===== src/hdl/psc_pkg.sv =====
`default_nettype none

package psc_pkg;

   // Register file
   localparam int CSR_INDEX_W = 2;
   localparam int CSR_DATA_W  = 16;
   localparam logic [CSR_INDEX_W-1:0] CSR_ORIGIN_X     = 2'd0;
   localparam logic [CSR_INDEX_W-1:0] CSR_ORIGIN_Y     = 2'd1;
   localparam logic [CSR_INDEX_W-1:0] CSR_SECTOR_COUNT = 2'd2;
   localparam logic [6:0] SECTOR_COUNT_RESET = 7'd8;

   // Parameter defaults
   localparam int MAX_SECTORS_DEFAULT   = 64;
   localparam int CORDIC_STAGES_DEFAULT = 20;

   // Datapath widths and constants
   localparam int SQRT_STEPS = 25;              // one root bit per cell
   localparam int SQ_W       = 33;              // dx^2 + dy^2
   localparam int REM_W      = 26;
   localparam int ROOT_W     = 25;
   localparam int CORDIC_W   = 36;              // x, y: coordinate << 16 plus gain
   localparam int Z_W        = 34;              // angle accumulator, 2^-23 degree
   localparam logic signed [Z_W-1:0] Z_HALF = 34'sd1509949440;   // 180 degrees
   localparam logic signed [Z_W-1:0] Z_FULL = 34'sd3019898880;   // 360 degrees
   localparam logic [16:0] FULL_TURN = 17'd46080;                // 360 deg, 1/128 deg
   localparam int SECT_PRE_SHIFT = 10;          // 46080 = 45 << 10
   localparam int M_W            = 15;
   localparam int MQ_W           = 31;
   localparam logic [15:0] RECIP_45 = 16'd46604; // ceil(2^21 / 45), exact for m < 74898
   localparam int RECIP_SHIFT    = 21;

   typedef struct packed {
      logic signed [15:0] point_x;
      logic signed [15:0] point_y;
      logic [15:0]        vertex_id;
      logic               is_center;
      logic               last_point;
   } req_type;

   typedef struct packed {
      logic [15:0] point_id;
      logic        placed;
      logic [24:0] radius;
      logic [15:0] angle;
      logic [5:0]  sector;
      logic        sweep_end;
   } rsp_type;

   typedef struct packed {
      logic [15:0] vertex_id;
      logic        is_center;
      logic        last_point;
   } tag_type;

   typedef struct packed {
      tag_type                    tag;
      logic                       zero;
      logic [SQ_W-1:0]            sq;
      logic [REM_W-1:0]           rem;
      logic [ROOT_W-1:0]          root;
      logic signed [CORDIC_W-1:0] x;
      logic signed [CORDIC_W-1:0] y;
      logic signed [Z_W-1:0]      z;
   } cell_data_type;

   typedef struct packed {
      tag_type     tag;
      logic [24:0] radius;
      logic [15:0] angle;
   } tail_data_type;

   // atan(2^-i) in 2^-23 degree, rounded
   function automatic logic signed [Z_W-1:0] atan_lut(input int unsigned idx);
      logic signed [Z_W-1:0] v;
      unique case (idx)
         0:  v = 34'sd377487360;
         1:  v = 34'sd222843801;
         2:  v = 34'sd117744544;
         3:  v = 34'sd59768969;
         4:  v = 34'sd30000467;
         5:  v = 34'sd15014858;
         6:  v = 34'sd7509261;
         7:  v = 34'sd3754860;
         8:  v = 34'sd1877459;
         9:  v = 34'sd938733;
         10: v = 34'sd469367;
         11: v = 34'sd234683;
         12: v = 34'sd117342;
         13: v = 34'sd58671;
         14: v = 34'sd29335;
         15: v = 34'sd14668;
         16: v = 34'sd7334;
         17: v = 34'sd3667;
         18: v = 34'sd1833;
         19: v = 34'sd917;
         20: v = 34'sd458;
         21: v = 34'sd229;
         22: v = 34'sd115;
         23: v = 34'sd57;
         24: v = 34'sd29;
         25: v = 34'sd14;
         26: v = 34'sd7;
         27: v = 34'sd4;
         28: v = 34'sd2;
         29: v = 34'sd1;
         default: v = '0;
      endcase
      return v;
   endfunction

endpackage

`default_nettype wire


===== src/hdl/psc_cell.sv =====
`default_nettype none

// One step of the chain: one root bit of the square root and/or one CORDIC rotation, as DO_SQRT and DO_CORDIC select.
module psc_cell #(
   parameter int INDEX     = 0,
   parameter bit DO_CORDIC = 1'b1,
   parameter bit DO_SQRT   = 1'b1
) (
   input  wire logic                   clock,
   input  wire logic                   reset,
   input  wire logic                   en,
   input  wire logic                   in_valid,
   input  psc_pkg::cell_data_type      in_data,
   output logic                        out_valid,
   output psc_pkg::cell_data_type      out_data
);
   import psc_pkg::*;

   logic                       valid_ff;
   cell_data_type              data_ff, data_in;
   logic [REM_W-1:0]           rem_next;
   logic [ROOT_W-1:0]          root_next;
   logic signed [CORDIC_W-1:0] x_next, y_next;
   logic signed [Z_W-1:0]      z_next;

   generate
      if (DO_SQRT) begin : g_sqrt
         localparam int PAIR_LO = 48 - 2 * INDEX;
         logic [49:0] radicand;
         logic [27:0] r_sh, trial, diff;
         logic        take;
         assign radicand  = {1'b0, in_data.sq, 16'b0};
         assign r_sh      = {in_data.rem, radicand[PAIR_LO +: 2]};
         assign trial     = {1'b0, in_data.root, 2'b01};
         assign diff      = r_sh - trial;
         assign take      = (r_sh >= trial);
         assign rem_next  = take ? diff[REM_W-1:0] : r_sh[REM_W-1:0];
         assign root_next = {in_data.root[ROOT_W-2:0], take};
      end else begin : g_no_sqrt
         assign rem_next  = in_data.rem;
         assign root_next = in_data.root;
      end

      if (DO_CORDIC) begin : g_cordic
         logic signed [CORDIC_W-1:0] x_cur, y_cur, xs, ys;
         logic signed [Z_W-1:0]      z_cur, step;
         assign x_cur = in_data.x;
         assign y_cur = in_data.y;
         assign z_cur = in_data.z;
         assign xs    = x_cur >>> INDEX;
         assign ys    = y_cur >>> INDEX;
         assign step  = atan_lut(INDEX);
         // rotate toward y = 0
         assign x_next = y_cur[CORDIC_W-1] ? x_cur - ys : x_cur + ys;
         assign y_next = y_cur[CORDIC_W-1] ? y_cur + xs : y_cur - xs;
         assign z_next = y_cur[CORDIC_W-1] ? z_cur - step : z_cur + step;
      end else begin : g_no_cordic
         assign x_next = in_data.x;
         assign y_next = in_data.y;
         assign z_next = in_data.z;
      end
   endgenerate

   always_comb begin
      data_in      = in_data;
      data_in.rem  = rem_next;
      data_in.root = root_next;
      data_in.x    = x_next;
      data_in.y    = y_next;
      data_in.z    = z_next;
   end

   always_ff @(posedge clock) begin
      if (reset) begin
         valid_ff <= 1'b0;
      end else if (en) begin
         valid_ff <= in_valid;
      end
   end

   always_ff @(posedge clock) begin
      if (en) begin
         data_ff <= data_in;
      end
   end

   assign out_valid = valid_ff;
   assign out_data  = data_ff;

endmodule

`default_nettype wire


===== config.mk =====
export PLATFORM = sky130hd
export DESIGN_NAME = psc_cell
export DESIGN_NICKNAME = d
export VERILOG_FILES = /design/src/hdl/psc_pkg.sv /design/src/hdl/psc_cell.sv
export SDC_FILE = /design/constraint.sdc
export NUM_CORES = 1
export LEC_CHECK = 0
export ABC_AREA = 1
export BUFFER_PORTS_ARGS = -buffer_cell sky130_fd_sc_hd__buf_2
export CORE_AREA = 2 2 208 210
export CTS_BUF_LIST = sky130_fd_sc_hd__clkbuf_8 sky130_fd_sc_hd__clkbuf_16
export CTS_CLUSTER_DIAMETER = 60
export DETAILED_ROUTE_END_ITERATION = 12
export DIE_AREA = 0 0 210 212
export PLACE_DENSITY = 0.69
export SLEW_MARGIN = 20
export SYNTH_ARGS = -nofsm -noshare
export SYNTH_HDL_FRONTEND = slang
export SYNTH_SLANG_ARGS = --single-unit

===== constraint.sdc =====
create_clock -name clock -period 4.7 [get_ports clock]
set_clock_uncertainty 0.1 [all_clocks]
set_input_delay 0.47 -clock clock [delete_from_list [all_inputs] [get_ports clock]]
set_output_delay 0.47 -clock clock [all_outputs]
set_load 0.005 [all_outputs]

Word level (Yosys, flattened, before mapping):

Index checks and enable logic that the tools add are counted.

* add/subtract/negate cells: 6
* magnitude comparators: 1
* multiplexer cells: 4

Operator list (number)
* $mux 36: 2
* $sub 36x36->36: 2
* $add 36x36->36: 1
* $add 34x30->34 const B: 1
* $mux 34: 1
* $sub 34x30->34 const B: 1
* $ge 28x27->1: 1
* $mux 26: 1
* $sub 26x26->26: 1

* bits in registers: 210

Longest topological paths before layout:

* depth after elaboration: 2
* mapped depth: 17

Worst setup path before layout:

Ideal clock, no wire load.

* kind: input -> register
* start: input in_data[69] (netlist bit)
* end: register data_ff (netlist bit out_data[31]) (data pin)
* arrival time: 2054 ps
* data required time: 4340 ps
* slack: 2286 ps
* stages: 10
* path through: inv_1 -> clkbuf_1 -> buf_2 -> ha_1 -> a21oi_1 -> o21ai_0 -> a21oi_1 -> nor2_1 -> nor2_1 -> xnor2_1

* word-level cells in the longest chain between the ends: 1

Ends and longest elaborated chain
* start: declaration: line psc_cell.sv:13 `input psc_pkg::cell_data_type in_data,`
* $mux 34: line psc_cell.sv:56 `assign z_next = y_cur[CORDIC_W-1] ? z_cur - step : z_cur + step;`
* named net z_next[31]: line psc_cell.sv:24 `logic signed [Z_W-1:0] z_next;`
* end signal: assignment: line psc_cell.sv:83 `data_ff <= data_in;`
* end: declaration: line psc_cell.sv:20 `cell_data_type data_ff, data_in;`

The timed path passes the listed nets, and every way through them passes these cells.
A chain may end at the register's enable or synchronous reset.

Worst setup path in the final report:

* start: input in_data[122] (netlist bit)
* end: register data_ff (netlist bit out_data[144]) (data pin)

* word-level cells in the longest chain between the ends: 2

Ends and longest elaborated chain
* $ge 28x27->1: line psc_cell.sv:36 `assign take = (r_sh >= trial);`
* $mux 26: line psc_cell.sv:37 `assign rem_next = take ? diff[REM_W-1:0] : r_sh[REM_W-1:0];`
* named net rem_next[13]: line psc_cell.sv:21 `logic [REM_W-1:0] rem_next;`

The timed path passes the listed nets, and every way through them passes these cells.

==> qor.csv <==
stage,metric,value,unit
setup_path,r2r_end,out_valid,
setup_path,cp_common_cell,o21ai_1,
setup_path,worst_r2r_path_depth,2,
setup_path,cp.depth,12,
pwr,power_frac_comb,29.5,%
die,io-pin-count,423,
cts,post_cts_buffers,0,
sta,period_share,60.0,%
synth,ys_warn_count,0,
sta,slew-limit-headroom,38.2,%
die,dieArea,44500,um^2
worst_hold_path,min_from,in_data[108],
pwr,pwr-share-clk,33.8,%
route,drt_iter0_drc,1102,
cts,cts.sinks,209,
sta,setup_violations,0,
setup_path,cp.arrival,3.00,ns
synth,synth_compound_area_share,10.5,%
sta,worst_pin_slew,0.927,ns
route,drt-pass1-iter-count,7,
route,wl_met2,30600,um
route,routed_wl,62200,um
sta,tns,0,ns
route,post_drt_wl_per_cell,18.8,um
cts,root_buffer,clkbuf_16,
cells_and_area,layout-drive-gt1-share,18.9,%
setup_path,slowest_stage,dlygate4sd3_1,
placement,placement.io_buffers,422,
die,rows,76,
global_routing,grt_max_degree,99,
cells_and_area,num-fill-cells,4207,
global_routing,antenna_found_initial,10,
sta,hold_viol_final,0,
pwr,fin_total_pwr,6.49,mW
cts,clk_latency,0.55,ns
cells_and_area,area.growth.synth_to_final,26.6,%
run,cap_violations,0,
pwr,ir_drop,0.240,mV
die,die_y,212,um
synth,syn_area,16700,um^2
worst_hold_path,holdCritPathClass,primary input to flip-flop,
pwr,p_switching,2.17,mW
route,top_layer,met5,
synth,synth_xor_xnor_area_share,2.89,%
die,core_area,42500,um^2
synth,syn_nets,2603,
route,met1_length,24400,um
setup_path,cp_top_family,buffers and inverters,
setup_path,worstSetupEndpoint,out_data[144],
pwr,power.density,308,nW/um^2
cells_and_area,fin_nets,3099,
setup_path,crit_path_start,in_data[122],
synth,synth_flop_cell,edfxtp_1,
synth,synth_area_per_cell,7.42,um^2
run_status,outcome,"finished, final reports clean",
synth,post_synth_num_cell_types,44,
setup_path,worstReg2RegStart,out_valid,
setup_path,worstSetupStartpointType,primary input,
setup_path,max_stage_delay,0.52,ns
synth,synth_top_family_by_area,simple AND/OR/NAND/NOR gates,
cts,cts.path.max_buffers,3,
setup_path,critPathCaptureType,flip-flop,
setup_path,setup.worst_path.class,primary input to flip-flop,
placement,place_congestion,1.01,
route,vias,16900,
cts,numCtsBuffers,28,
route,post-route-drc-count,0,
sta,period_minus_slack,2.82,ns
synth,ys_seq_area_share,37.6,%
global_routing,grt_remaining_overflow,0,
setup_path,r2r_slack,4.01,ns
setup_path,critPathBufInv,4,
global_routing,grtUsageTotal,27.1,%
synth,ys_ff_latch,209,
setup_path,worstPathRequired,4.88,ns
placement,hpwl,50100,um
pwr,p_leak,10.6,nW
route,wl_met3,3890,um
route,vias_per_cell,5.10,
sta,slew_violations,0,
cts,ctsHtreeMaxLevel,1,
sta,rsz0062_at_grt,false,
global_routing,grt_pass1_wl,92600,um
pwr,seq_power_share,36.7,%
synth,syn_inst,2246,
synth,muxShareOfSynthArea,0.120,%
route,ant_nets,0,
cts,path_clk_slew,0.06,ns
sta,fmax,0.355,GHz
synth,yosys.area_share.simple,27.8,%
setup_path,crit_chain,dlygate4sd3_1 > buf_2 > inv_1 > ha_1 > nand2_1 > o21ai_1 > a21oi_1 > nor2_1 > nor2_2 > nand2_4 > inv_4 > o21ai_1,
synth,synth_edf_count,208,
synth,async_flop_share,0,%
die,die_x,210,um
cts,tritoncts,done,
synth,synth_fa_ha_area_share,11.0,%
setup_path,crit_fanout,35,
die,start_util,39.2,%
pwr,p_sw_share,33.4,%
global_routing,grt_pass1_vias,16800,
pwr,p_int,4.32,mW
[worst min path at each step]
stage,to,slack (ns),cells past startpoint
floorplan,out_valid,0.38,2
global placement,out_valid,0.37,2
detailed placement,out_valid,0.38,2
CTS,out_data[109],0.005,1
global route,out_data[117],0.01,1
finish,out_data[109],0.04,1
[final cells by class]
class                      instances  area [um^2]  area share, %
sequential                       209         6270           29.7
multi-input combinational       1627         8720           41.3
clock buffer                      29          726           3.44
antenna                            6         15.0         0.0712
clock inverter                    23          251           1.19
inverter                         358         1350           6.38
timing repair buffer             518         3090           14.6
tap                              546          683           3.24
[state kept, by name (all words and copies together), names as in the netlist]
| name | cells |
|---|---|
| out_data | 208 |
| out_valid | 1 |
[per-stage QoR]
step,util (%),setup slack (ns),area [um^2],std cells,hold WS (ns)
after floorplan,-,2.29,16700,2246,0.385
after global placement,45.1,1.47,19200,3166,0.367
after detailed placement,45.1,1.48,19200,3166,0.384
after CTS,49.6,1.87,21100,3310,0.00516
after global routing,49.6,1.67,21100,3315,0.00986
final,49.6,1.88,21100,3316,0.0398
[power by group through the flow]
stage / registers (mW) / clock network, mW / logic, mW
after global placement: 2.41 / 0 / 1.81
after CTS: 2.38 / 2.25 / 1.89
after floorplan: 2.44 / 0 / 1.04
final: 2.38 / 2.19 / 1.91
after global routing: 2.40 / 2.32 / 2.11
after detailed placement: 2.42 / 0 / 1.82
[cells in the mapped netlist, drive strengths merged, types with 2 or more instances]
| cell | instances | area, um^2 |
|---|---|---|
| or2 | 7 | 43.8 |
| a21o | 3 | 22.5 |
| nand3b | 5 | 50.1 |
| ha | 139 | 1740 |
| nor2 | 192 | 741 |
| nor3 | 17 | 106 |
| o21ai | 115 | 609 |
| nand3 | 188 | 956 |
| a31oi | 3 | 18.8 |
| xor2 | 40 | 350 |
| fa | 5 | 100 |
| o21bai | 29 | 218 |
| a21boi | 5 | 37.5 |
| nand2 | 670 | 2540 |
| xnor2 | 15 | 131 |
| nor4 | 2 | 12.5 |
| clkbuf | 7 | 26.3 |
| nand4 | 21 | 131 |
| inv | 358 | 1350 |
| o31ai | 3 | 22.5 |
| buf | 45 | 303 |
| and2 | 6 | 37.5 |
| edfxtp | 208 | 6250 |
| o22ai | 5 | 31.3 |
| mux2i | 2 | 20.0 |
| a21oi | 153 | 777 |
[worst reg2reg max path, cell delays in order (launching register included)]
cell,delay (ns)
dfxtp_1,0.31
mux2i_1,0.13
nor2_1,0.05
[routing by layer]
| layer | GRT usage, % | vias up |
|---|---|---|
| li1 | - | 8274 |
| met1 | 30.8 | 7868 |
| met2 | 49.2 | 629 |
| met3 | 4.39 | 144 |
| met4 | 13.9 | 8 |
| met5 | 0 | - |
[cells in the final DEF (no fill, tap or decap), types with 6 or more instances in the layout]
cell type,instances
dlygate4sd3_1,92
nand4_1,21
xor2_1,40
o21ai_0,95
inv_1,354
edfxtp_1,208
o21bai_1,29
ha_1,139
nand2_1,660
o21ai_2,9
or2_2,7
nor2_2,8
a21oi_1,150
and2_1,6
nor2_1,184
buf_2,421
nand3_1,185
xnor2_1,15
nor3_1,14
o21ai_1,11
diode_2,6
clkbuf_16,29
nand2_2,9
[timing repair]
item	4_1_cts	5_1_grt
hold buffers	92	0
endpoints found under the hold margin	92	0
resized for setup	0	0
[cell families after synthesis]
logic type | count (synthesis)
adders and majority gates | 144
and+or+nand+nor | 1108
muxes | 2
DFF | 209
AOI/OAI and AO/OA | 318
buffers and inverters | 410
xor gates and xnor gates | 55
Power figures use the tool's default switching activity.
