<file path="src/hdl/psc_pkg.sv">
`default_nettype none

package psc_pkg;

   // Register file
   localparam int CSR_INDEX_W = 2;
   localparam int CSR_DATA_W  = 16;
   localparam logic [CSR_INDEX_W-1:0] CSR_ORIGIN_X     = 2'd0;
   localparam logic [CSR_INDEX_W-1:0] CSR_ORIGIN_Y     = 2'd1;
   localparam logic [CSR_INDEX_W-1:0] CSR_SECTOR_COUNT = 2'd2;
   localparam logic [6:0] SECTOR_COUNT_RESET = 7'd8;

   // Parameter defaults
   localparam int MAX_SECTORS_DEFAULT   = 64;
   localparam int CORDIC_STAGES_DEFAULT = 20;

   // Datapath widths and constants
   localparam int SQRT_STEPS = 25;              // one root bit per cell
   localparam int SQ_W       = 33;              // dx^2 + dy^2
   localparam int REM_W      = 26;
   localparam int ROOT_W     = 25;
   localparam int CORDIC_W   = 36;              // x, y: coordinate << 16 plus gain
   localparam int Z_W        = 34;              // angle accumulator, 2^-23 degree
   localparam logic signed [Z_W-1:0] Z_HALF = 34'sd1509949440;   // 180 degrees
   localparam logic signed [Z_W-1:0] Z_FULL = 34'sd3019898880;   // 360 degrees
   localparam logic [16:0] FULL_TURN = 17'd46080;                // 360 deg, 1/128 deg
   localparam int SECT_PRE_SHIFT = 10;          // 46080 = 45 << 10
   localparam int M_W            = 15;
   localparam int MQ_W           = 31;
   localparam logic [15:0] RECIP_45 = 16'd46604; // ceil(2^21 / 45), exact for m < 74898
   localparam int RECIP_SHIFT    = 21;

   typedef struct packed {
      logic signed [15:0] point_x;
      logic signed [15:0] point_y;
      logic [15:0]        vertex_id;
      logic               is_center;
      logic               last_point;
   } req_type;

   typedef struct packed {
      logic [15:0] point_id;
      logic        placed;
      logic [24:0] radius;
      logic [15:0] angle;
      logic [5:0]  sector;
      logic        sweep_end;
   } rsp_type;

   typedef struct packed {
      logic [15:0] vertex_id;
      logic        is_center;
      logic        last_point;
   } tag_type;

   typedef struct packed {
      tag_type                    tag;
      logic                       zero;
      logic [SQ_W-1:0]            sq;
      logic [REM_W-1:0]           rem;
      logic [ROOT_W-1:0]          root;
      logic signed [CORDIC_W-1:0] x;
      logic signed [CORDIC_W-1:0] y;
      logic signed [Z_W-1:0]      z;
   } cell_data_type;

   typedef struct packed {
      tag_type     tag;
      logic [24:0] radius;
      logic [15:0] angle;
   } tail_data_type;

   // atan(2^-i) in 2^-23 degree, rounded
   function automatic logic signed [Z_W-1:0] atan_lut(input int unsigned idx);
      logic signed [Z_W-1:0] v;
      unique case (idx)
         0:  v = 34'sd377487360;
         1:  v = 34'sd222843801;
         2:  v = 34'sd117744544;
         3:  v = 34'sd59768969;
         4:  v = 34'sd30000467;
         5:  v = 34'sd15014858;
         6:  v = 34'sd7509261;
         7:  v = 34'sd3754860;
         8:  v = 34'sd1877459;
         9:  v = 34'sd938733;
         10: v = 34'sd469367;
         11: v = 34'sd234683;
         12: v = 34'sd117342;
         13: v = 34'sd58671;
         14: v = 34'sd29335;
         15: v = 34'sd14668;
         16: v = 34'sd7334;
         17: v = 34'sd3667;
         18: v = 34'sd1833;
         19: v = 34'sd917;
         20: v = 34'sd458;
         21: v = 34'sd229;
         22: v = 34'sd115;
         23: v = 34'sd57;
         24: v = 34'sd29;
         25: v = 34'sd14;
         26: v = 34'sd7;
         27: v = 34'sd4;
         28: v = 34'sd2;
         29: v = 34'sd1;
         default: v = '0;
      endcase
      return v;
   endfunction

endpackage

`default_nettype wire

</file>
<file path="src/hdl/psc_front.sv">
`default_nettype none

module psc_front (
   input  wire logic                   clock,
   input  wire logic                   reset,
   input  wire logic                   en,
   input  wire logic                   in_valid,
   input  psc_pkg::req_type            in_data,
   input  wire logic signed [15:0]     origin_x,
   input  wire logic signed [15:0]     origin_y,
   output logic                        out_valid,
   output psc_pkg::cell_data_type      out_data
);
   import psc_pkg::*;

   // stage 1: offsets
   logic               s1_valid_ff;
   tag_type            s1_tag_ff;
   logic signed [16:0] s1_dx_ff, s1_dy_ff;
   logic signed [16:0] s1_dx_in, s1_dy_in;

   // stage 2: squares
   logic               s2_valid_ff;
   tag_type            s2_tag_ff;
   logic signed [16:0] s2_dx_ff, s2_dy_ff;
   logic [31:0]        s2_dxx_ff, s2_dyy_ff;
   logic signed [33:0] dxx_full, dyy_full;

   // stage 3: sum and CORDIC start vector
   logic               s3_valid_ff;
   cell_data_type      s3_data_ff, s3_data_in;
   logic signed [16:0] ax, ay;
   logic               dx_neg;

   assign s1_dx_in = {in_data.point_x[15], in_data.point_x} - {origin_x[15], origin_x};
   assign s1_dy_in = {in_data.point_y[15], in_data.point_y} - {origin_y[15], origin_y};

   assign dxx_full = s1_dx_ff * s1_dx_ff;
   assign dyy_full = s1_dy_ff * s1_dy_ff;

   // left half plane: rotate by 180 degrees first
   assign dx_neg = s2_dx_ff[16];
   assign ax     = dx_neg ? -s2_dx_ff : s2_dx_ff;
   assign ay     = dx_neg ? -s2_dy_ff : s2_dy_ff;

   always_comb begin
      s3_data_in      = '0;
      s3_data_in.tag  = s2_tag_ff;
      s3_data_in.zero = (s2_dx_ff == '0) && (s2_dy_ff == '0);
      s3_data_in.sq   = {1'b0, s2_dxx_ff} + {1'b0, s2_dyy_ff};
      s3_data_in.x    = {{3{ax[16]}}, ax, 16'b0};
      s3_data_in.y    = {{3{ay[16]}}, ay, 16'b0};
      s3_data_in.z    = dx_neg ? Z_HALF : '0;
   end

   always_ff @(posedge clock) begin
      if (reset) begin
         s1_valid_ff <= 1'b0;
         s2_valid_ff <= 1'b0;
         s3_valid_ff <= 1'b0;
      end else if (en) begin
         s1_valid_ff <= in_valid;
         s2_valid_ff <= s1_valid_ff;
         s3_valid_ff <= s2_valid_ff;
      end
   end

   always_ff @(posedge clock) begin
      if (en) begin
         s1_tag_ff  <= '{vertex_id: in_data.vertex_id, is_center: in_data.is_center,
                         last_point: in_data.last_point};
         s1_dx_ff   <= s1_dx_in;
         s1_dy_ff   <= s1_dy_in;
         s2_tag_ff  <= s1_tag_ff;
         s2_dx_ff   <= s1_dx_ff;
         s2_dy_ff   <= s1_dy_ff;
         s2_dxx_ff  <= dxx_full[31:0];
         s2_dyy_ff  <= dyy_full[31:0];
         s3_data_ff <= s3_data_in;
      end
   end

   assign out_valid = s3_valid_ff;
   assign out_data  = s3_data_ff;

endmodule

`default_nettype wire

</file>
<file path="config.mk">
export PLATFORM = sky130hd
export DESIGN_NAME = psc_front
export DESIGN_NICKNAME = d
export VERILOG_FILES = /design/src/hdl/psc_pkg.sv /design/src/hdl/psc_front.sv
export SDC_FILE = /design/constraint.sdc
export NUM_CORES = 2
export LEC_CHECK = 0
export BUFFER_PORTS_ARGS = -buffer_cell sky130_fd_sc_hd__buf_2
export CAP_MARGIN = 40
export CORE_MARGIN = 4
export CORE_UTILIZATION = 45
export CTS_CLUSTER_DIAMETER = 40
export DETAILED_ROUTE_END_ITERATION = 10
export GPL_ROUTABILITY_DRIVEN = 0
export PLACE_DENSITY = 0.65
export SETUP_SLACK_MARGIN = 0.1
export SKIP_CTS_REPAIR_TIMING = 1
export SYNTH_ARGS = -nofsm -noshare
export SYNTH_HDL_FRONTEND = slang
export SYNTH_SLANG_ARGS = --single-unit
</file>
<file path="constraint.sdc">
create_clock -name clock -period 8.1 [get_ports clock]
set_input_delay 0.405 -clock clock [delete_from_list [all_inputs] [get_ports clock]]
set_output_delay 0.405 -clock clock [all_outputs]
set_load 0.02 [all_outputs]
</file>
# == Word-level counts from Yosys, hierarchy flattened ==
# Cells that the tools add are included.
# word_totals
register_bits,291
inputBits,86
out_inout_bits,210
elab_cells,36
# op_classes
add_sub_neg,5
mul,2
mux,3
n_reduce_logical,3
# op_table
op,count
multiplier 17 x 17 -> 32 bit,2
logical NOT 17 bit,2
2-to-1 mux 17 bit,2
negation 17 bit,2
subtractor 16 x 16 -> 17 bit,2
adder 32 x 32 -> 33 bit,1
2-to-1 mux 31 bit,1
logical AND 1 bit,1

# == Longest topological paths before layout ==
# logic_depth
ltp_word,2
ltp_mapped,25
depth_no_buf,24

# == Worst setup path before layout ==
# No wires, ideal clock.
# synth_path
kind,register to register
from,reg s1_dy_ff[16]
to,reg s2_dyy_ff[31] (data pin)
setup_ns,0.260
t_arrival_ns,6.091
t_required_ns,7.840
path_slack_ns,1.749
stages_incl_launch_ff,22
path_buffers,2
period_less_slack_ns,6.351
path_cell_list,edfxtp_1 -> clkbuf_1 -> clkbuf_1 -> nand2_1 -> inv_1 -> fa_1 -> inv_1 -> fa_1 -> inv_1 -> fa_1 -> fa_1 -> fa_1 -> fa_1 -> ha_1 -> and3_1 -> nand4_1 -> nor2_1 -> a211oi_1 -> nor3_1 -> or3_1 -> a21oi_1 -> xnor2_1
# synth_via
elab_chain_cells,1
# synth_rtl
element,line,source
"start, declared",psc_front.sv:19,"logic signed [16:0] s1_dx_ff, s1_dy_ff;"
"start signal, assigned",psc_front.sv:73,s1_dy_ff <= s1_dy_in;
multiplier 17 x 17 -> 32 bit,psc_front.sv:39,assign dyy_full = s1_dy_ff * s1_dy_ff;
net dyy_full[31],psc_front.sv:27,"logic signed [33:0] dxx_full, dyy_full;"
"end signal, assigned",psc_front.sv:78,s2_dyy_ff <= dyy_full[31:0];
"end, declared",psc_front.sv:26,"logic [31:0] s2_dxx_ff, s2_dyy_ff;"
# The timed path passes the listed nets, and every way through them passes these cells.
# A chain may end at the register's enable or synchronous reset.

# == Worst setup path after layout ==
# layout_path
from,reg s1_dx_ff[4]
to,reg s2_dxx_ff[31] (data pin)
# layout_via
elab_chain_cells,1
# layout_rtl
element,line,source
"start, declared",psc_front.sv:19,
"start signal, assigned",psc_front.sv:72,s1_dx_ff <= s1_dx_in;
multiplier 17 x 17 -> 32 bit,psc_front.sv:38,assign dxx_full = s1_dx_ff * s1_dx_ff;
net dxx_full[31],psc_front.sv:27,
"end signal, assigned",psc_front.sv:77,s2_dxx_ff <= dxx_full[31:0];
"end, declared",psc_front.sv:26,
# The timed path passes the listed nets, and every way through them passes these cells.

==> metrics list <==
- The run finished with clean final reports.
- Final hold violations: 0
- RSZ-0062 raised after global routing: false
- Worst-path maximum fanout: 20
* Type of element capturing the critical path: flip-flop
- Ranking of synthesized cells by instance count: inv_1, fa_1, edfxtp_1, ha_1, nand2_1
- Total Nets Final: 3967
* Initial antenna violation count: 3
* Reg-to-Reg Start: s1_dx_ff[4]$_DFFE_PP_
- For this run, the leading register cell type out of synthesis is edfxtp_1.
- Of the available clock period, the critical path in the final layout requires 0.853.
- TritonCTS built the clock tree.
- Clock transition at the registers of the reported paths: 0.05 ns
- Via density per instance: 4.86
- During placement, the flow inserted port buffers numbering 182.
* Peak clock frequency supported by timing: 145 MHz
- Final worst clock skew: 0.0118 ns
- For this run the aggregate overflow at the end of global routing stands at 0.
* Number of cells on the worst hold path: 1
- Overall die width: 270 um
- The total area inside the core boundary comes to 67500 um2.
- In this run the register-to-register setup slack is 1.19 ns.
- TritonCTS created 49 clock buffers.
- Detail Placement HPWL: 49900 um
- Yosys cell types: 71
- Share of async-settable or async-resettable flops after synthesis: 0
* DRC viols: 0
* Maximum clock path buffer count: 3
- Synth area leaders: fa_1, edfxtp_1, ha_1, inv_1, xnor2_1
- STA classifies the critical path startpoint as a flip-flop.
* DRT Pass-1 Iters: 5
- Subtracting the final worst setup slack from the clock period gives 6.91 ns.
- 296 I/O pins were placed.
- Count of routing violations after the opening detailed-route iteration: 1029
- Global-route wire length before repair: 102000 um
- Final Util: 0.506
- The die covers 72800 um2.
- Fillers: 6189
- The path with the worst hold slack has its endpoint at s1_tag_ff[5]$_DFFE_PP_.
- Library cell with the largest summed area after synthesis: fa_1
* Number of enable flip-flop cells after synthesis: 251
- Number of routed nets with antenna violations: 0
- The floorplan has 95 rows.
- Pin count of the biggest net entering global routing: 121
* Worst skew pair latency: 0.58 ns
- Number of global-route vias before repair: 20619
* Syn_area_per_cell: 10.5 um2
* Clock tree root driver cell: clkbuf_16
* Total clock sinks: 254
- The share of synthesized area in the top cell type comes to 0.334.
- Slew at the pin closest to its max-slew limit: 0.954 ns
- Slew headroom: 0.364
* Class of the tightest hold or removal check: in -> reg
- Terminus of the critical flop-to-flop path: s2_dxx_ff[31]$_DFFE_PP_
- For the worst flop-to-flop path, the logic depth is 22.
* Crit Path Class: reg -> reg
- H-tree levels: 2
- Of the synthesized area, sequential elements account for 0.246.
- Setup violations remaining at the end of the flow were counted as 0.
- In the global route stage, overall resource usage came out at 0.174.
* Number of pins with negative max-slew slack in the final report: 0
* Total of flip-flops plus latches after synthesis: 254
- For this run, the number of Yosys warnings is 0.
- In this run, placement finished with an instance count of 3934.
- Final wirelength: 61900 um
* Total negative slack for setup checks: 0 ns
- In the final routed layout, each cell accounts on average for 15.3 um.
- Area growth from synthesis to layout: 10.9%
- Launch point of the worst hold path: in_data[5]
* Max-capacitance violation count: 0
- Die Y: 270 um
- Fraction of layout cells with a size suffix above 1: 0.0985
- The count of cells in the finished layout, fillers not included, comes to 4043.
- Data arrival time at the worst-slack endpoint: 7.23 ns
- For this configuration, the core starts out at a cell density of 0.457.
- Data on the critical path is required at its endpoint by 8.43 ns.
* Synthesized cell area: 30800 um2
- Cell with the most instances after synthesis: inv_1
- The cell count after synthesis came out at 2928.
- Vias: 19658
## worst max-delay path by stage
stage / slack (ns) / start / endpoint / cells after the start
after global routing: 0.68 / s1_dy_ff[7]$_DFFE_PP_ / s2_dyy_ff[31]$_DFFE_PP_ / 22
final: 1.19 / s1_dx_ff[4]$_DFFE_PP_ / s2_dxx_ff[31]$_DFFE_PP_ / 22
after floorplan: 1.75 / s1_dy_ff[16]$_DFFE_PP_ / s2_dyy_ff[31]$_DFFE_PP_ / 21
after CTS: 1.19 / s1_dy_ff[2]$_DFFE_PP_ / s2_dyy_ff[31]$_DFFE_PP_ / 19
after global placement: 1.25 / s1_dy_ff[2]$_DFFE_PP_ / s2_dyy_ff[31]$_DFFE_PP_ / 19
after detailed placement: 1.22 / s1_dy_ff[2]$_DFFE_PP_ / s2_dyy_ff[31]$_DFFE_PP_ / 19
## layout by cell type, fill, tap and decap left out, types with 7 or more instances in the layout
master | Yosys | layout
o211ai_1 | 8 | 8
a21oi_1 | 63 | 63
inv_1 | 733 | 733
a211oi_1 | 16 | 16
buf_2 | 2 | 181
xor2_1 | 37 | 37
ha_1 | 237 | 237
xnor2_1 | 129 | 129
a21o_1 | 35 | 35
nand2_1 | 197 | 197
and2_1 | 109 | 109
edfxtp_1 | 251 | 251
o21a_1 | 9 | 9
bufinv_16 | 0 | 7
dlygate4sd3_1 | 0 | 18
nand2b_1 | 22 | 22
o21ai_0 | 51 | 51
o31ai_1 | 9 | 9
nand3_1 | 26 | 26
a31o_2 | 8 | 8
o21bai_1 | 8 | 8
conb_1 | 1 | 113
nor2b_1 | 35 | 35
fa_1 | 514 | 514
clkinv_4 | 0 | 8
buf_4 | 122 | 12
nor3_1 | 27 | 27
inv_6 | 0 | 8
and3_1 | 10 | 10
nor2_1 | 112 | 112
clkbuf_16 | 0 | 49
or3_1 | 11 | 11
## cells by family (layout without fill, tap and decap cells)
| family | after synthesis | count (layout) | share of synthesized area |
|---|---|---|---|
| flip-flops | 254 | 254 | 0.246 |
| AND/OR/NAND/NOR | 579 | 579 | 0.0912 |
| XOR/XNOR | 166 | 166 | 0.0472 |
| AO/OA/AOI/OAI | 264 | 264 | 0.0578 |
| buffers and inverters | 908 | 1037 | 0.126 |
| other | 1 | 114 | 0.000122 |
| multiplexers | 5 | 5 | 0.00170 |
| adder cells (fa/ha/maj) | 751 | 751 | 0.430 |
## stage by stage
stage | cell area (um2) | hold slack, ns | setup slack (ns)
after floorplan | 31300 | 0.400 | 1.75
final | 34200 | 0.0157 | 1.19
after detailed placement | 32300 | 0.405 | 1.22
after global placement | 32200 | 0.401 | 1.25
after CTS | 34000 | -0.0530 | 1.19
after global routing | 34200 | 0.00606 | 0.676
## flip-flops by register name, indices dropped and copies added, names as in the netlist
signal,count
s2_tag_ff,18
s2_valid_ff,1
out_valid,1
s2_dx_ff,17
s1_valid_ff,1
s1_dx_ff,17
s1_dy_ff,17
out_data,87
s2_dy_ff,17
s2_dxx_ff,30
s1_tag_ff,18
s2_dyy_ff,30
## critical path, cell delays in order (launching register included)
cell and delay [ns]:
edfxtp_1 0.90, and2_1 0.28, inv_1 0.07, fa_1 0.53
inv_1 0.05, fa_1 0.52, inv_1 0.05, fa_1 0.37
inv_1 0.07, fa_1 0.43, fa_1 0.55, inv_1 0.05
fa_1 0.48, inv_1 0.04, ha_1 0.40, nand4_1 0.17
or4b_4 0.57, a211o_1 0.36, a31o_2 0.27, o21ai_2 0.16
a21oi_2 0.09, o21ai_2 0.15, xnor2_1 0.07
## area by class of cell
class / count / area (um2) / area share
clock inverters: 39 / 509 / 0.0149
well taps: 873 / 1090 / 0.0319
flip-flops and latches: 254 / 7600 / 0.222
inverters: 734 / 2760 / 0.0806
clock buffers: 51 / 1230 / 0.0361
repair buffers: 213 / 1220 / 0.0356
diodes: 1 / 2.50 / 0.0000732
multi-input cells: 1878 / 19800 / 0.579
## per-layer routing
| layer | vias to the layer above | wire (um) | track usage |
|---|---|---|---|
| met5 | - | 13 | 0 |
| met4 | 2 | 1700 | 0.0519 |
| met3 | 116 | 3500 | 0.0337 |
| met2 | 436 | 30700 | 0.295 |
| met1 | 9845 | 26000 | 0.228 |
| li1 | 9259 | - | - |
Power is not shown: default switching activity piles up to over one toggle a cycle in this logic, so the estimate is an artifact.
