$ cat src/hdl/psc_pkg.sv
`default_nettype none

package psc_pkg;

   // Register file
   localparam int CSR_INDEX_W = 2;
   localparam int CSR_DATA_W  = 16;
   localparam logic [CSR_INDEX_W-1:0] CSR_ORIGIN_X     = 2'd0;
   localparam logic [CSR_INDEX_W-1:0] CSR_ORIGIN_Y     = 2'd1;
   localparam logic [CSR_INDEX_W-1:0] CSR_SECTOR_COUNT = 2'd2;
   localparam logic [6:0] SECTOR_COUNT_RESET = 7'd8;

   // Parameter defaults
   localparam int MAX_SECTORS_DEFAULT   = 64;
   localparam int CORDIC_STAGES_DEFAULT = 20;

   // Datapath widths and constants
   localparam int SQRT_STEPS = 25;              // one root bit per cell
   localparam int SQ_W       = 33;              // dx^2 + dy^2
   localparam int REM_W      = 26;
   localparam int ROOT_W     = 25;
   localparam int CORDIC_W   = 36;              // x, y: coordinate << 16 plus gain
   localparam int Z_W        = 34;              // angle accumulator, 2^-23 degree
   localparam logic signed [Z_W-1:0] Z_HALF = 34'sd1509949440;   // 180 degrees
   localparam logic signed [Z_W-1:0] Z_FULL = 34'sd3019898880;   // 360 degrees
   localparam logic [16:0] FULL_TURN = 17'd46080;                // 360 deg, 1/128 deg
   localparam int SECT_PRE_SHIFT = 10;          // 46080 = 45 << 10
   localparam int M_W            = 15;
   localparam int MQ_W           = 31;
   localparam logic [15:0] RECIP_45 = 16'd46604; // ceil(2^21 / 45), exact for m < 74898
   localparam int RECIP_SHIFT    = 21;

   typedef struct packed {
      logic signed [15:0] point_x;
      logic signed [15:0] point_y;
      logic [15:0]        vertex_id;
      logic               is_center;
      logic               last_point;
   } req_type;

   typedef struct packed {
      logic [15:0] point_id;
      logic        placed;
      logic [24:0] radius;
      logic [15:0] angle;
      logic [5:0]  sector;
      logic        sweep_end;
   } rsp_type;

   typedef struct packed {
      logic [15:0] vertex_id;
      logic        is_center;
      logic        last_point;
   } tag_type;

   typedef struct packed {
      tag_type                    tag;
      logic                       zero;
      logic [SQ_W-1:0]            sq;
      logic [REM_W-1:0]           rem;
      logic [ROOT_W-1:0]          root;
      logic signed [CORDIC_W-1:0] x;
      logic signed [CORDIC_W-1:0] y;
      logic signed [Z_W-1:0]      z;
   } cell_data_type;

   typedef struct packed {
      tag_type     tag;
      logic [24:0] radius;
      logic [15:0] angle;
   } tail_data_type;

   // atan(2^-i) in 2^-23 degree, rounded
   function automatic logic signed [Z_W-1:0] atan_lut(input int unsigned idx);
      logic signed [Z_W-1:0] v;
      unique case (idx)
         0:  v = 34'sd377487360;
         1:  v = 34'sd222843801;
         2:  v = 34'sd117744544;
         3:  v = 34'sd59768969;
         4:  v = 34'sd30000467;
         5:  v = 34'sd15014858;
         6:  v = 34'sd7509261;
         7:  v = 34'sd3754860;
         8:  v = 34'sd1877459;
         9:  v = 34'sd938733;
         10: v = 34'sd469367;
         11: v = 34'sd234683;
         12: v = 34'sd117342;
         13: v = 34'sd58671;
         14: v = 34'sd29335;
         15: v = 34'sd14668;
         16: v = 34'sd7334;
         17: v = 34'sd3667;
         18: v = 34'sd1833;
         19: v = 34'sd917;
         20: v = 34'sd458;
         21: v = 34'sd229;
         22: v = 34'sd115;
         23: v = 34'sd57;
         24: v = 34'sd29;
         25: v = 34'sd14;
         26: v = 34'sd7;
         27: v = 34'sd4;
         28: v = 34'sd2;
         29: v = 34'sd1;
         default: v = '0;
      endcase
      return v;
   endfunction

endpackage

`default_nettype wire

$ cat src/hdl/psc_tail.sv
`default_nettype none

// Angle wrap and rounding, then sector = (angle * n - 1) / 46080.
module psc_tail #(
   parameter int MAX_SECTORS = psc_pkg::MAX_SECTORS_DEFAULT
) (
   input  wire logic                   clock,
   input  wire logic                   reset,
   input  wire logic                   en,
   input  wire logic                   in_valid,
   input  psc_pkg::cell_data_type      in_data,
   input  wire logic [6:0]             sector_count,
   output logic                        out_valid,
   output psc_pkg::rsp_type            out_data
);
   import psc_pkg::*;

   localparam int SECTOR_W = $clog2(MAX_SECTORS + 1);
   localparam int PROD_W   = 16 + SECTOR_W;

   logic [4:0] valid_ff;

   // T1
   tail_data_type         t1_ff, t1_in;
   logic                  t1_zero_ff;
   logic [31:0]           t1_zw_ff;
   logic signed [Z_W-1:0] zw;
   // T2
   tail_data_type         t2_ff, t2_in;
   logic [32:0]           rounded;
   logic [16:0]           a_raw;
   // T3
   tail_data_type         t3_ff;
   logic [PROD_W-1:0]     t3_prod_ff, prod_in;
   logic [SECTOR_W-1:0]   n_sect;
   // T4
   tail_data_type         t4_ff;
   logic [M_W-1:0]        t4_m_ff, m_in;
   logic [PROD_W-1:0]     prod_m1;
   // T5
   tail_data_type         t5_ff;
   logic [MQ_W-1:0]       t5_mq_ff, mq_in;

   always_comb begin
      if (in_data.z < 0) begin
         zw = in_data.z + Z_FULL;
      end else if (in_data.z >= Z_FULL) begin
         zw = in_data.z - Z_FULL;
      end else begin
         zw = in_data.z;
      end
      t1_in        = '0;
      t1_in.tag    = in_data.tag;
      t1_in.radius = in_data.tag.is_center ? '0 : in_data.root;
   end

   // round to nearest 1/128 degree, ties up; a full turn wraps to 0
   assign rounded = {1'b0, t1_zw_ff} + 33'd32768;
   assign a_raw   = rounded[32:16];
   always_comb begin
      t2_in = t1_ff;
      if (t1_zero_ff || t1_ff.tag.is_center || (a_raw >= FULL_TURN)) begin
         t2_in.angle = '0;
      end else begin
         t2_in.angle = a_raw[15:0];
      end
   end

   always_comb begin
      if (sector_count == '0) begin
         n_sect = SECTOR_W'(1);
      end else if (32'(sector_count) > MAX_SECTORS) begin
         n_sect = SECTOR_W'(MAX_SECTORS);
      end else begin
         n_sect = SECTOR_W'(sector_count);
      end
   end
   assign prod_in = PROD_W'(t2_ff.angle) * PROD_W'(n_sect);

   assign prod_m1 = t3_prod_ff - PROD_W'(1);
   assign m_in    = (t3_prod_ff == '0) ? '0 : M_W'(prod_m1 >> SECT_PRE_SHIFT);

   // divide by 45 through the reciprocal
   assign mq_in = MQ_W'(t4_m_ff) * MQ_W'(RECIP_45);

   always_ff @(posedge clock) begin
      if (reset) begin
         valid_ff <= '0;
      end else if (en) begin
         valid_ff <= {valid_ff[3:0], in_valid};
      end
   end

   always_ff @(posedge clock) begin
      if (en) begin
         t1_ff      <= t1_in;
         t1_zero_ff <= in_data.zero;
         t1_zw_ff   <= zw[31:0];
         t2_ff      <= t2_in;
         t3_ff      <= t2_ff;
         t3_prod_ff <= prod_in;
         t4_ff      <= t3_ff;
         t4_m_ff    <= m_in;
         t5_ff      <= t4_ff;
         t5_mq_ff   <= mq_in;
      end
   end

   assign out_valid          = valid_ff[4];
   assign out_data.point_id  = t5_ff.tag.vertex_id;
   assign out_data.placed    = ~t5_ff.tag.is_center;
   assign out_data.radius    = t5_ff.radius;
   assign out_data.angle     = t5_ff.angle;
   assign out_data.sector    = t5_mq_ff[RECIP_SHIFT +: 6];
   assign out_data.sweep_end = t5_ff.tag.last_point;

endmodule

`default_nettype wire

$ cat config.mk
export PLATFORM = sky130hd
export DESIGN_NAME = psc_tail
export DESIGN_NICKNAME = d
export VERILOG_FILES = /design/src/hdl/psc_pkg.sv /design/src/hdl/psc_tail.sv
export SDC_FILE = /design/constraint.sdc
export NUM_CORES = 1
export LEC_CHECK = 0
export BUFFER_PORTS_ARGS = -buffer_cell sky130_fd_sc_hd__buf_2
export CAP_MARGIN = 0
export CELL_PAD_IN_SITES_DETAIL_PLACEMENT = 1
export CELL_PAD_IN_SITES_GLOBAL_PLACEMENT = 1
export CORE_MARGIN = 2
export CORE_UTILIZATION = 51
export CTS_CLUSTER_SIZE = 40
export DETAILED_ROUTE_END_ITERATION = 6
export PLACE_DENSITY = 0.95
export SLEW_MARGIN = 5
export SYNTH_ARGS = -nofsm -noshare
export SYNTH_HDL_FRONTEND = slang
export SYNTH_SLANG_ARGS = --single-unit
$ cat constraint.sdc
create_clock -name clock -period 10.4 [get_ports clock]
set_input_delay 1.04 -clock clock [delete_from_list [all_inputs] [get_ports clock]]
set_output_delay 1.04 -clock clock [all_outputs]
set_load 0.05 [all_outputs]
* After elaboration in Yosys (flattened, before gate mapping) *
Index checks and enable logic that the tools add are counted.
W data, S select, Z words.

storage, ports and cells
  register bits after elaboration = 380
  output and inout bits = 66

cells by class
  $add $sub $neg = 4
  multipliers = 2
  order comparisons = 4
  mux-type cells = 4
  bitwise logic cells = 1
  reduce and logical (&&, ||, !) cells = 4

operators with widths
  operator                  number
  $mux W32                  2
  $ge A34 B33 Y1 const B    1
  $lt A34 B1 Y1 const B     1
  $add A32 B16 Y33 const B  1
  $add A32 B32 Y32 const B  1
  $sub A32 B32 Y32 const B  1
  $mul A15 B14 Y25 const B  1
  $logic_not A23 Y1         1
  $mul A16 B7 Y23           1
  $sub A23 B1 Y23 const B   1
  $ge A17 B16 Y1 const B    1
  $mux W7                   2
  $gt A7 B7 Y1 const B      1
  $logic_not A7 Y1          1
  $logic_or A1 B1 Y1        2
  $not A1 Y1                1

* Logic depth before layout (Yosys ltp) *
Gate-level depths: netlist of the first run.

  depth in word-level cells = 4
  gate-level depth with buffers = 19
  gate-level depth less buffers = 17

* Worst setup path before layout of the first run *
OpenSTA, ideal clock, no wires.

  path kind = input to register
  from = input port sector_count[6]
  to = register t3_prod_ff[20] (data pin)
  setup time = 0.286 ns
  arrival time = 5.326 ns
  required time = 10.114 ns
  path slack = 4.789 ns
  stages on the path = 17
  cell sequence = clkbuf_1 -> nor2b_1 -> clkbuf_1 -> nand2_1 -> fa_1 -> fa_1 -> inv_1 -> fa_1 -> inv_1 -> fa_1 -> inv_1 -> ha_1 -> nand3_1 -> o211ai_1 -> nor3b_1 -> o31ai_1 -> o311ai_0

between the ends
  longest elaborated chain between the ends = 4
  elaborated cells between the ends (all ways) = 5
  those cells by class = 1 x mul; 1 x order compare; 2 x mux; 1 x reduce/logical

ends and longest elaborated chain
  element                 line             RTL
  start: declaration      psc_tail.sv:12   input wire logic [6:0] sector_count,
  $gt A7 B7 Y1            psc_tail.sv:72   end else if (32'(sector_count) > MAX_SECTORS) begin
  $mux W7                 psc_tail.sv:72
  $mux W7 *               psc_tail.sv:70   if (sector_count == '0) begin
  $mul A16 B7 Y23 *       psc_tail.sv:78   assign prod_in = PROD_W'(t2_ff.angle) * PROD_W'(n_sect);
  net prod_in[20]         psc_tail.sv:34   logic [PROD_W-1:0] t3_prod_ff, prod_in;
  end signal: assignment  psc_tail.sv:101  t3_prod_ff <= prod_in;
  end: declaration        psc_tail.sv:34

The timed path passes the listed nets; every way through them passes the cells marked *.
A chain may end at the register's enable or synchronous reset.

* Final worst setup path of the first run *
Ends and elaborated chain as after synthesis.

==> results.txt, run 1 <==
- Run status: finished clean
* Detailed Place HPWL: about 28000 um
* Worst path buffer plus inverter count: 4
- Wirelength per Cell: ~20 um
- The tree is rooted in a clkbuf_16.
- Dividing the final minimum period by the clock period gives 0.616.
* Final GP Congestion: 0.918
* Initial antenna violation count: 0
- The clock net in this run drives a total of 344 sinks.
* Global-route total usage across every layer: 0.208
- The pre-antenna-repair detailed-routing pass consisted of 5 iterations.
* Layout Area Growth over Synthesis: 11.4%
* DRC Markers: 0
- Gate count of the mapped netlist: between 1000 and 1500
* Max transition margin: 0.187
- Area of the die: between 0.03 and 0.04 sq mm
- For this block, the initial DRC count from the detailed router was 480.
- For this configuration, the core starts out at a cell density of 0.516.
* Die outline width: 193 um
- Setup repair after global routing left no endpoint under its margin.
* Number of slew-limit violations in the final report: 0
- Clock latency on the worst-skew pair: approximately 0.56 ns
* Hold WC Path Type: register to register
- At the end of the flow, the number of nets in the layout was about 1900.
- Cell repeated most along the worst path: fa_1
- In this run the cell area measured after placement is around 0.019 sq mm.
- Number of global-route vias before repair: roughly 12000
* Synth warnings: 0
- The critical path in this run is classified as input port to register.
- Dividing the detail-routed via count by the number of cells gives between 5 and 6.
- Total of max-cap violations: 0
- For this run, the slowest stage of the critical path takes 0.98 ns.
- Fmax: about 0.16 GHz
* Endpoint type of the worst setup path: register
- Minimum hold slack: between 0.4 and 0.5 ns
- Total area of sequential cells: 0.0103 sq mm
* Total via count after detailed routing: roughly 10000
- Data on the critical path is required at its endpoint by 10.71 ns.
- Once layout is done, the placed cells without fillers occupy 0.0204 sq mm.
- Post-synth net total: 1804
- Number of ports placed on the die boundary: around 290
- For this run, the register share of the synthesized area comes to 0.561.
- Leaving out fill and tap cells, the most frequent cells in the layout are 339 x edfxtp_1, 169 x inv_1, 153 x buf_2.
- Entering global routing, the biggest net connects ~220 pins.
- Fill cells in the final layout number approximately 3500.
* Period minus WS final: 6.41 ns
- Maximum root-to-sink buffer count: 3
- After global routing the overflow that remains totals 0.
- For this block, the routed nets add up to about 38000 um of wire.
- In this run, post-CTS hold repair placed 0 buffers.
- Count of antenna-violating nets left after detailed routing: 0
* Worst path arrival time: 6.72 ns
- Cells resized by post-CTS repair: 0
- 0 antenna diodes ended up in the layout.
- The first global-routing pass estimated between 60000 and 70000 um of wire.
* Fraction of layout cells with a size suffix above 1: 0.145
* Final Setup Violations: 0
* Setup slack of the most critical reg-to-reg path: 5.12 ns
- The die is 193 um tall.
* Area used by multi-input combinational logic: around 0.0069 sq mm
* Core ar.: 0.0355 sq mm
* Post-CTS clock slew at the launch and capture registers of the worst setup and hold paths: roughly 0.060 ns
- Averaged over all synthesized cells, the footprint is between 10 and 15 sq um.
- Startpoint type of the worst setup path: input port
* H-Tree Level Count: 2
* Clock tree from TritonCTS: yes
- EDFF count, synth: 339
- The signal on the critical path passes through buf_2 > nor2b_1 > nand2_1 > fa_1 > fa_1 > inv_1 > fa_1 > inv_1 > fa_1 > inv_1 > ha_1 > nand3_1 > o211ai_1 > nor3b_1 > o31ai_1 > nand4_1 > o311ai_0.
* Cell area after technology mapping: 0.0183 sq mm
- Across the VDD grid, the largest voltage drop is about 350 uV.
- P per Cell Area: 243 mW/mm^2
- For the pin with the worst max-slew slack, the measured transition is between 1 and 1.5 ns.
- After synthesis, the share of flip-flops with an asynchronous set or reset is 0.
* Most frequent standard cell in the layout excluding fill and tap cells: edfxtp_1
- Buffer count from post-CTS setup fixing: 0
- Rows: 69
- Between clock sinks in the finished design, the worst skew comes to 0.0147 ns.
- Number of buffers inserted by port buffering: 154
* Synth Flop Type: edfxtp_1
* Synthesis-stage register bit count: between 300 and 400
* Number of distinct library cells after synthesis: 59
* Number of CTS-inserted buffers: 39
- In this design, the largest share of critical-path delay is due to adder cells.
* Highest-delay cell along the critical path: nor2b_1
* Total Neg Setup Slack: 0 ns
* Maximum fanout along the worst path: 22
* Final Hold Vio Count: 0
- The analysis attributes to cell leakage a power of between 0.008 and 0.009 uW.
[Yosys cell counts (8+ instances only)]
cell / instances / area, sq um
xnor2_1: 32 / 280
fa_1: 106 / 2120
nand2_1: 69 / 259
nor4_1: 9 / 56.3
clkbuf_1: 18 / 67.6
a211oi_1: 10 / 75.1
edfxtp_1: 339 / 10200
inv_1: 169 / 634
a21oi_1: 37 / 185
buf_4: 58 / 435
ha_1: 135 / 1690
and2_1: 84 / 526
nand3_1: 17 / 85.1
mux2i_1: 8 / 80.1
o21ai_0: 22 / 110
nor3_1: 15 / 75.1
xor2_1: 19 / 166
nor2b_1: 32 / 200
nand4_1: 12 / 75.1
nor2_1: 65 / 244
[cell families (layout without fill, tap and decap cells)]
kind of cell             Yosys count  count (layout)  share of synthesized area
AO/OA/AOI/OAI                    112             112                     0.0387
XOR/XNOR                          51              51                     0.0244
adder cells (fa/ha/maj)          241             241                      0.208
buffers and inverters            247             392                     0.0627
flip-flops                       344             344                      0.561
multiplexers                       9               9                    0.00499
AND/OR/NAND/NOR                  339             339                     0.0998
[power by group]
part           total (uW)  internal, uW  switching, uW
Combinational        1860           744           1110
Clock                1320           771            552
Sequential           1770          1700           69.5
Total                4950          3210           1740
[final timing paths]
check / from / end / cells after the start
max: sector_count[6] / t3_prod_ff[20] / 17
min: t4_ff[2] / out_data[9] / 0
max reg2reg: t4_m_ff[6] / t5_mq_ff[26] / 15
min reg2reg: t4_ff[2] / out_data[9] / 0
[registers in the layout, summed over array words and instances (netlist names)]
signal	flops
t5_mq_ff	6
t3_prod_ff	23
t4_ff	59
t1_ff	43
out_data	58
t2_ff	59
t5_ff	1
t3_ff	59
t4_m_ff	13
t1_zero_ff	1
valid_ff	5
t1_zw_ff	17
[cell type report]
type,count,share of cell area
clock buffer,47,0.0493
clock inverter,21,0.0104
inverter,169,0.0311
multi-input combinational,752,0.338
sequential,344,0.504
tap,461,0.0283
timing repair buffer,155,0.0393
[worst register-to-register path, cell delays in order (launching register included)]
cell	delay, ns
edfxtp_1	0.52
ha_1	0.33
inv_1	0.14
fa_1	0.46
fa_1	0.55
inv_1	0.05
fa_1	0.51
fa_1	0.49
ha_1	0.31
ha_1	0.31
and4_1	0.24
and3_1	0.22
a22oi_1	0.14
nand2_1	0.22
or4_1	0.56
nand3_1	0.09
[routing by layer]
metal	part of all wire	vias up	GRT usage
li1	-	4836	-
met1	0.36	5264	0.222
met2	0.57	248	0.405
met3	0.035	98	0.0319
met4	0.035	0	0.0854
met5	0	-	0
[per-stage QoR]
step / instances / worst slack, ns / total power (uW) / utilization
2_1_floorplan: 1343 / 4.79 / 3140 / -
3_3_place_gp: 1881 / 3.85 / 3480 / 0.540
3_5_place_dp: 1881 / 3.42 / 3660 / 0.540
4_1_cts: 1949 / 4.03 / 5010 / 0.575
5_1_grt: 1949 / 3.58 / 5310 / 0.575
6_report: 1949 / 3.99 / 4950 / 0.575
(Power assumes the default switching activity.)
==> run 2: changes to the inputs <==
- CORE_UTILIZATION: 51 -> 47
- PLACE_DENSITY: 0.95 -> 0.89
- clock period: 10.4 -> 6.4 ns (I/O delays scaled with it)
==> run 2 against run 1 <==
  * Register-to-register slack lost 4.0 ns
  * Core utilization shrank 4.5 points
  * Routed wire length shrank 8.4%
  * Worst hold slack lost 0.15 ns
  * First-iteration DRC count shrank 21%
  * Global-route usage shrank 3.1 points
  * Sequential power grew 62%
  * Count of clock-buffer cells in the layout shrank 4
  * Combinational power grew 60%
  * Critical path type unchanged
  * Critical endpoint unchanged
  * Largest power group unchanged
  * Highest routed layer unchanged
==> results.txt, run 2 (same netlist as run 1, synthesis figures left out) <==
- 0 antenna diodes ended up in the layout.
- Fraction of layout cells with a size suffix above 1: 0.147
- Port buffering added between 150 and 200 buffers.
- Critical path class: input port to register
- Dividing the final minimum period by the clock period gives 0.842.
* Root buffer cell: clkbuf_16
- Initial antenna violation count: 0
- Number of CTS-inserted buffers: 37
* Layout Area Growth over Synthesis: 11.6%
* Cell chain of the critical path: buf_2 > nor2b_1 > buf_4 > and2_1 > fa_1 > fa_1 > fa_1 > inv_1 > fa_1 > inv_1 > ha_1 > nand2_1 > nor2_1 > a21oi_1 > o31ai_1 > o311ai_0
* Fmax: between 0.15 and 0.2 GHz
* Clock Sinks: 344
- Final worst-path setup slack: just over 1 ns
- Total of max-cap violations: 0
* Vias/cell: 5.06
- Core ar.: about 0.039 sq mm
* Worst reg-to-reg path cell count: 15
- The worst setup path is captured at a register.
- At the pin with the least slew margin, the transition time is 1.05 ns.
- The largest registers in the layout are t2_ff (59), t3_ff (59), t4_ff (59).
* # hold bufs at CTS: 0
- For this design the ratio of total power to cell area is roughly 380 mW/mm^2.
- The final number of max-transition violations came to 0.
- Worst path arrival time: roughly 5.6 ns
- Rows: approximately 70
* Maximum vdd drop: 330 uV
* Cell family with most CP delay: adder cells
- Cells resized by post-CTS repair: 0
- Hold path depth: 1
- Run status: finished clean
- Most frequent cells in the layout: 339 x edfxtp_1, 169 x inv_1, 153 x buf_2
- Wirelength per Cell: 17.2 um
- Clock latency on the worst-skew pair, taken at its later pin, is between 0.5 and 0.6 ns.
- In this run the tightest slew margin relative to its limit is 0.301.
* Post-CTS clock slew at the launch and capture registers of the worst setup and hold paths: 0.06 ns
- Die outline width: 201 um
- The first global-routing pass estimated ~57000 um of wire.
- Nets@finish: ~1900
- Buffer count from post-CTS setup fixing: 0
* Total Neg Setup Slack: 0 ns
- Global-route total usage across every layer: 0.177
- Routability-driven placement finished with a final weighted congestion of between 0.8 and 0.9.
- Area of the die: approximately 0.041 sq mm
* Highest-delay cell along the critical path: o31ai_1
- The longest clock path from root to sink contains 3 buffers.
- The number of hold violations in the final report is 0.
* Most frequent standard cell in the layout excluding fill and tap cells: edfxtp_1
- The critical path contains buffers and inverters numbering 4 combined.
- Required arrival time at the worst endpoint: between 6 and 7 ns
* Initial core utilization: 0.475
- Hold WC Path Type: input port to register
- The largest single stage delay on the critical path is slightly below 0.7 ns.
- The clock period could shrink to ~5.4 ns.
- LEAKAGE: around 0.0086 uW
* DRC Markers: 0
- Cell repeated most along the worst path: fa_1
- Number of ports placed on the die boundary: between 200 and 300
* Drt pass-1 iters: 4
* Startpoint type of the worst setup path: input port
- The count of nets left with antenna violations once routing finished came out at 0.
* Maximum fanout along the worst path: 22
- The HPWL after detailed placement is about 26000 um.
* Worst setup timing slack at the placement stage: around 0.46 ns
* Unrepaired setup endpoints after global routing: false
- Across all layers, the routed design uses around 10000 vias.
* Number of global-route vias before repair: around 11000
* Overall routed net length: 34700 um
- Largest net degree at the start of global routing: 199
- Violation count after the first detailed-route iteration: 380
* Setup clock skew after layout: roughly 0.031 ns
- Final Setup Violations: 0
- Global-route congestion overflow total: 0
- Measured along the y axis, the die boundary spans just over 200 um.
- Number of logic stages on the critical path including buffering: 16
- Clock tree from TritonCTS: yes
- H-Tree Level Count: 2
[run 2: through the flow]
stage	hold slack, ns	utilization	cell area, sq um	std cells	power (uW)
6_report	0.267	0.530	20400	2011	7840
5_1_grt	0.230	0.530	20400	2011	8480
4_1_cts	0.232	0.530	20400	2011	7970
3_5_place_dp	0.406	0.500	19300	1944	5920
3_3_place_gp	0.401	0.500	19300	1944	5680
2_1_floorplan	0.400	-	18300	1343	5100
[run 2: layout make-up]
class	instances	area, sq um
Fill cell	3951	18100
Sequential cell	344	10300
Multi-Input combinational cell	752	6880
Clock buffer	43	948
Timing Repair Buffer	161	846
Tap cell	518	648
Inverter	169	634
Clock inverter	24	196
[run 2: worst paths after layout]
kind                            slack [ns]       startpoint             end
worst max-delay path                  1.01  sector_count[6]  t3_prod_ff[20]
worst min-delay path                  0.27     in_data[195]       t1_ff[45]
worst min register to register        0.40         t4_ff[0]     out_data[7]
worst max register to register        1.16       t4_m_ff[6]    t5_mq_ff[26]
[run 2: power by group]
part	switching [uW]	internal (uW)	leakage [uW]	total (uW)
clock	876	1120	0.000563	2000
combinational	1770	1210	0.00462	2970
sequential	110	2760	0.00339	2870
total	2750	5090	0.00857	7840
[run 2: routing by layer]
metal	up-vias	wire (um)	track usage	part of all wire
met2	178	19400	0.346	0.56
met5	-	0	0	0
met3	60	1290	0.0361	0.037
li1	4840	-	-	-
met4	0	838	0.0575	0.024
met1	5088	13100	0.187	0.38
==> run 3: changes to the inputs <==
- clock period: 6.4 -> 5.4 ns (I/O delays scaled with it)
==> run 3 against run 2 <==
  * Sequential power grew 18%
  * Routed wire length grew 2.3%
  * First-iteration DRC count grew 12%
  * Final cell count grew 0.90%
  * Worst hold slack lost 0.099 ns
  * Power grew 22%
  * Critical path type is now register to register
==> results.txt, run 3 (same netlist as run 1, synthesis figures left out) <==
- 286 I/O pins were placed.
- DRC Markers: 0
- Rows: 72
* LEAKAGE: between 0.008 and 0.009 uW
- At the later pin of the worst-skew pair, clock insertion delay measures between 0.5 and 0.6 ns.
* Setup clock skew after layout: 0.0125 ns
- Summed over all failing endpoints, the final setup total negative slack is 0 ns.
- Maximum vdd drop: approximately 360 uV
- Buffer count from post-CTS setup fixing: 0
* Nets@finish: 1945
- Clock tree from TritonCTS: yes
- Post-route fraction of the period consumed by the critical path: 0.962
- Hold WC Path Type: input port to register
- Worst slew pin tran: about 1.1 ns
- For this run, the share of the core covered by cells in the final layout is 0.537.
- Setup repair after global routing left no endpoint under its margin.
- Setup violations remaining at the end of the flow were counted as 0.
* DIE HEIGHT: between 200 and 250 um
- Fill cells: 3898
- Critical path class: register to register
- P per Cell Area: 463 mW/mm^2
* Root buffer cell: clkbuf_16
- Detailed Place HPWL: between 20000 and 30000 um
- Worst path arrival time: roughly 5.6 ns
- Maximum fanout along the worst path: 5
- The first detailed-routing pass ran for 4 iterations.
- The floorplan step defined a die boundary enclosing between 0.04 and 0.05 sq mm.
* Post-route cell area: roughly 0.021 sq mm
- From synthesis to final layout, the design area changed by 13.1%.
- In this run the remaining antenna-violating nets after routing total 0.
- In this run the deepest clock path goes through 3 buffers.
- Core ar.: ~0.039 sq mm
- The congestion estimate from routability-driven global placement came to roughly 0.86.
- STA classifies the critical path endpoint as a register.
- The final layout contains routed wiring with a total length of 35500 um.
- The number of gates resized after CTS was 0.
* Worst reg-to-reg path cell count: 15
- In the final layout, the registers with the most flip-flops are t2_ff (59), t3_ff (59), t4_ff (59).
- Minimum hold slack: between 0.15 and 0.2 ns
- Number of slew-limit violations in the final report: 0
* Most frequent standard cell in the layout excluding fill and tap cells: edfxtp_1
- Global routing finished with a remaining overflow of 0.
* Global-route total usage across every layer: 0.181
* Number of buffers inserted by port buffering: roughly 150
* Worst setup timing slack at the placement stage: -0.120 ns
- Run status: finished clean
- Largest net degree at the start of global routing: approximately 140
- Data on the critical path is required at its endpoint by around 5.8 ns.
- Wire length of the first global-routing pass: ~58000 um
- The H-tree was split into 2 levels.
- In this run, post-CTS hold repair placed 0 buffers.
- The number of antenna violations at the first check in global routing is 0.
* Vias/cell: around 5
- The via count of the first global-routing pass was roughly 11000.
* Fmax: 0.193 GHz
- The routed layout has around 10000 vias.
- CTS saw 344 sinks.
- Total of max-cap violations: 0
- Post-Place Cell Area: just under 0.02 sq mm
- Violation count after the first detailed-route iteration: around 430
- After clock tree synthesis, the clock-pin slew on the worst setup and hold paths is roughly 0.060 ns.
- The sequential cells in the finished layout cover a total of around 0.01 sq mm.
- Startpoint type of the worst setup path: register
- Die outline width: slightly above 200 um
- Period minus WS final: between 5 and 6 ns
* Area used by multi-input combinational logic: between 0.006 and 0.007 sq mm
* Wirelength per Cell: ~17 um
- Final Hold Vio Count: 0
- In the final layout, the share of cells above drive strength 1 is 0.160.
- Hold path depth: 1
- Final worst-path setup slack: just over 0.2 ns
- In the layout the commonest cells are 339 x edfxtp_1, 169 x inv_1, 153 x buf_2.
- Number of CTS-inserted buffers: 37
- Max transition margin: 0.295
- Initial core utilization: 0.475
run 3: cell count changes in the layout (fill, tap and decap cells not counted):
cell and delta:
bufinv_16 +4, clkinv_16 -1, clkinv_2 -2, buf_4 +16, inv_6 -1, buf_12 +3, clkbuf_8 +1, diode_2 +1
clkinvlp_4 +1, clkinv_1 -3, clkbuf_1 -2, clkbuf_16 +1
run 3: critical path, stage by stage, from the launching register on:
cell and delay [ns]:
edfxtp_1 0.50, ha_1 0.36, inv_1 0.06, fa_1 0.50
fa_1 0.54, inv_1 0.05, fa_1 0.51, fa_1 0.49
ha_1 0.31, ha_1 0.31, and4_1 0.24, and3_1 0.21
a22oi_1 0.15, nand2_1 0.15, or4_1 0.52, nand3_1 0.13
run 3: power by group:
group	internal, uW	leakage [uW]	switching [uW]
clock network	1550	0.000609	1010
registers	3270	0.00339	128
logic	1480	0.00473	2150
run 3: through the flow:
stage / total power, uW / cells
6_report: 9590 / 2029
5_1_grt: 10300 / 2028
4_1_cts: 9730 / 2028
3_5_place_dp: 7120 / 1963
3_3_place_gp: 6790 / 1963
2_1_floorplan: 6050 / 1343
run 3: area by class of cell:
cell class	instances	share of cell area
diodes	1	0.000121
clock buffers	43	0.0473
clock inverters	22	0.0127
inverters	169	0.0306
multi-input cells	752	0.332
flip-flops and latches	344	0.496
well taps	518	0.0313
repair buffers	180	0.0495
run 3: final timing paths:
| path | startpoint | slack (ns) | end |
|---|---|---|---|
| max | t4_m_ff[3] | 0.21 | t5_mq_ff[26] |
| min | in_data[204] | 0.17 | t1_ff[54] |
| max reg2reg | t4_m_ff[3] | 0.21 | t5_mq_ff[26] |
| min reg2reg | t3_ff[33] | 0.41 | t4_ff[33] |
run 3: metal layers:
metal,GRT usage,wire length (um),up-vias
met2,0.360,20200,201
li1,-,-,4893
met3,0.0348,1160,64
met5,0,0,-
met4,0.0614,899,0
met1,0.186,13200,5168
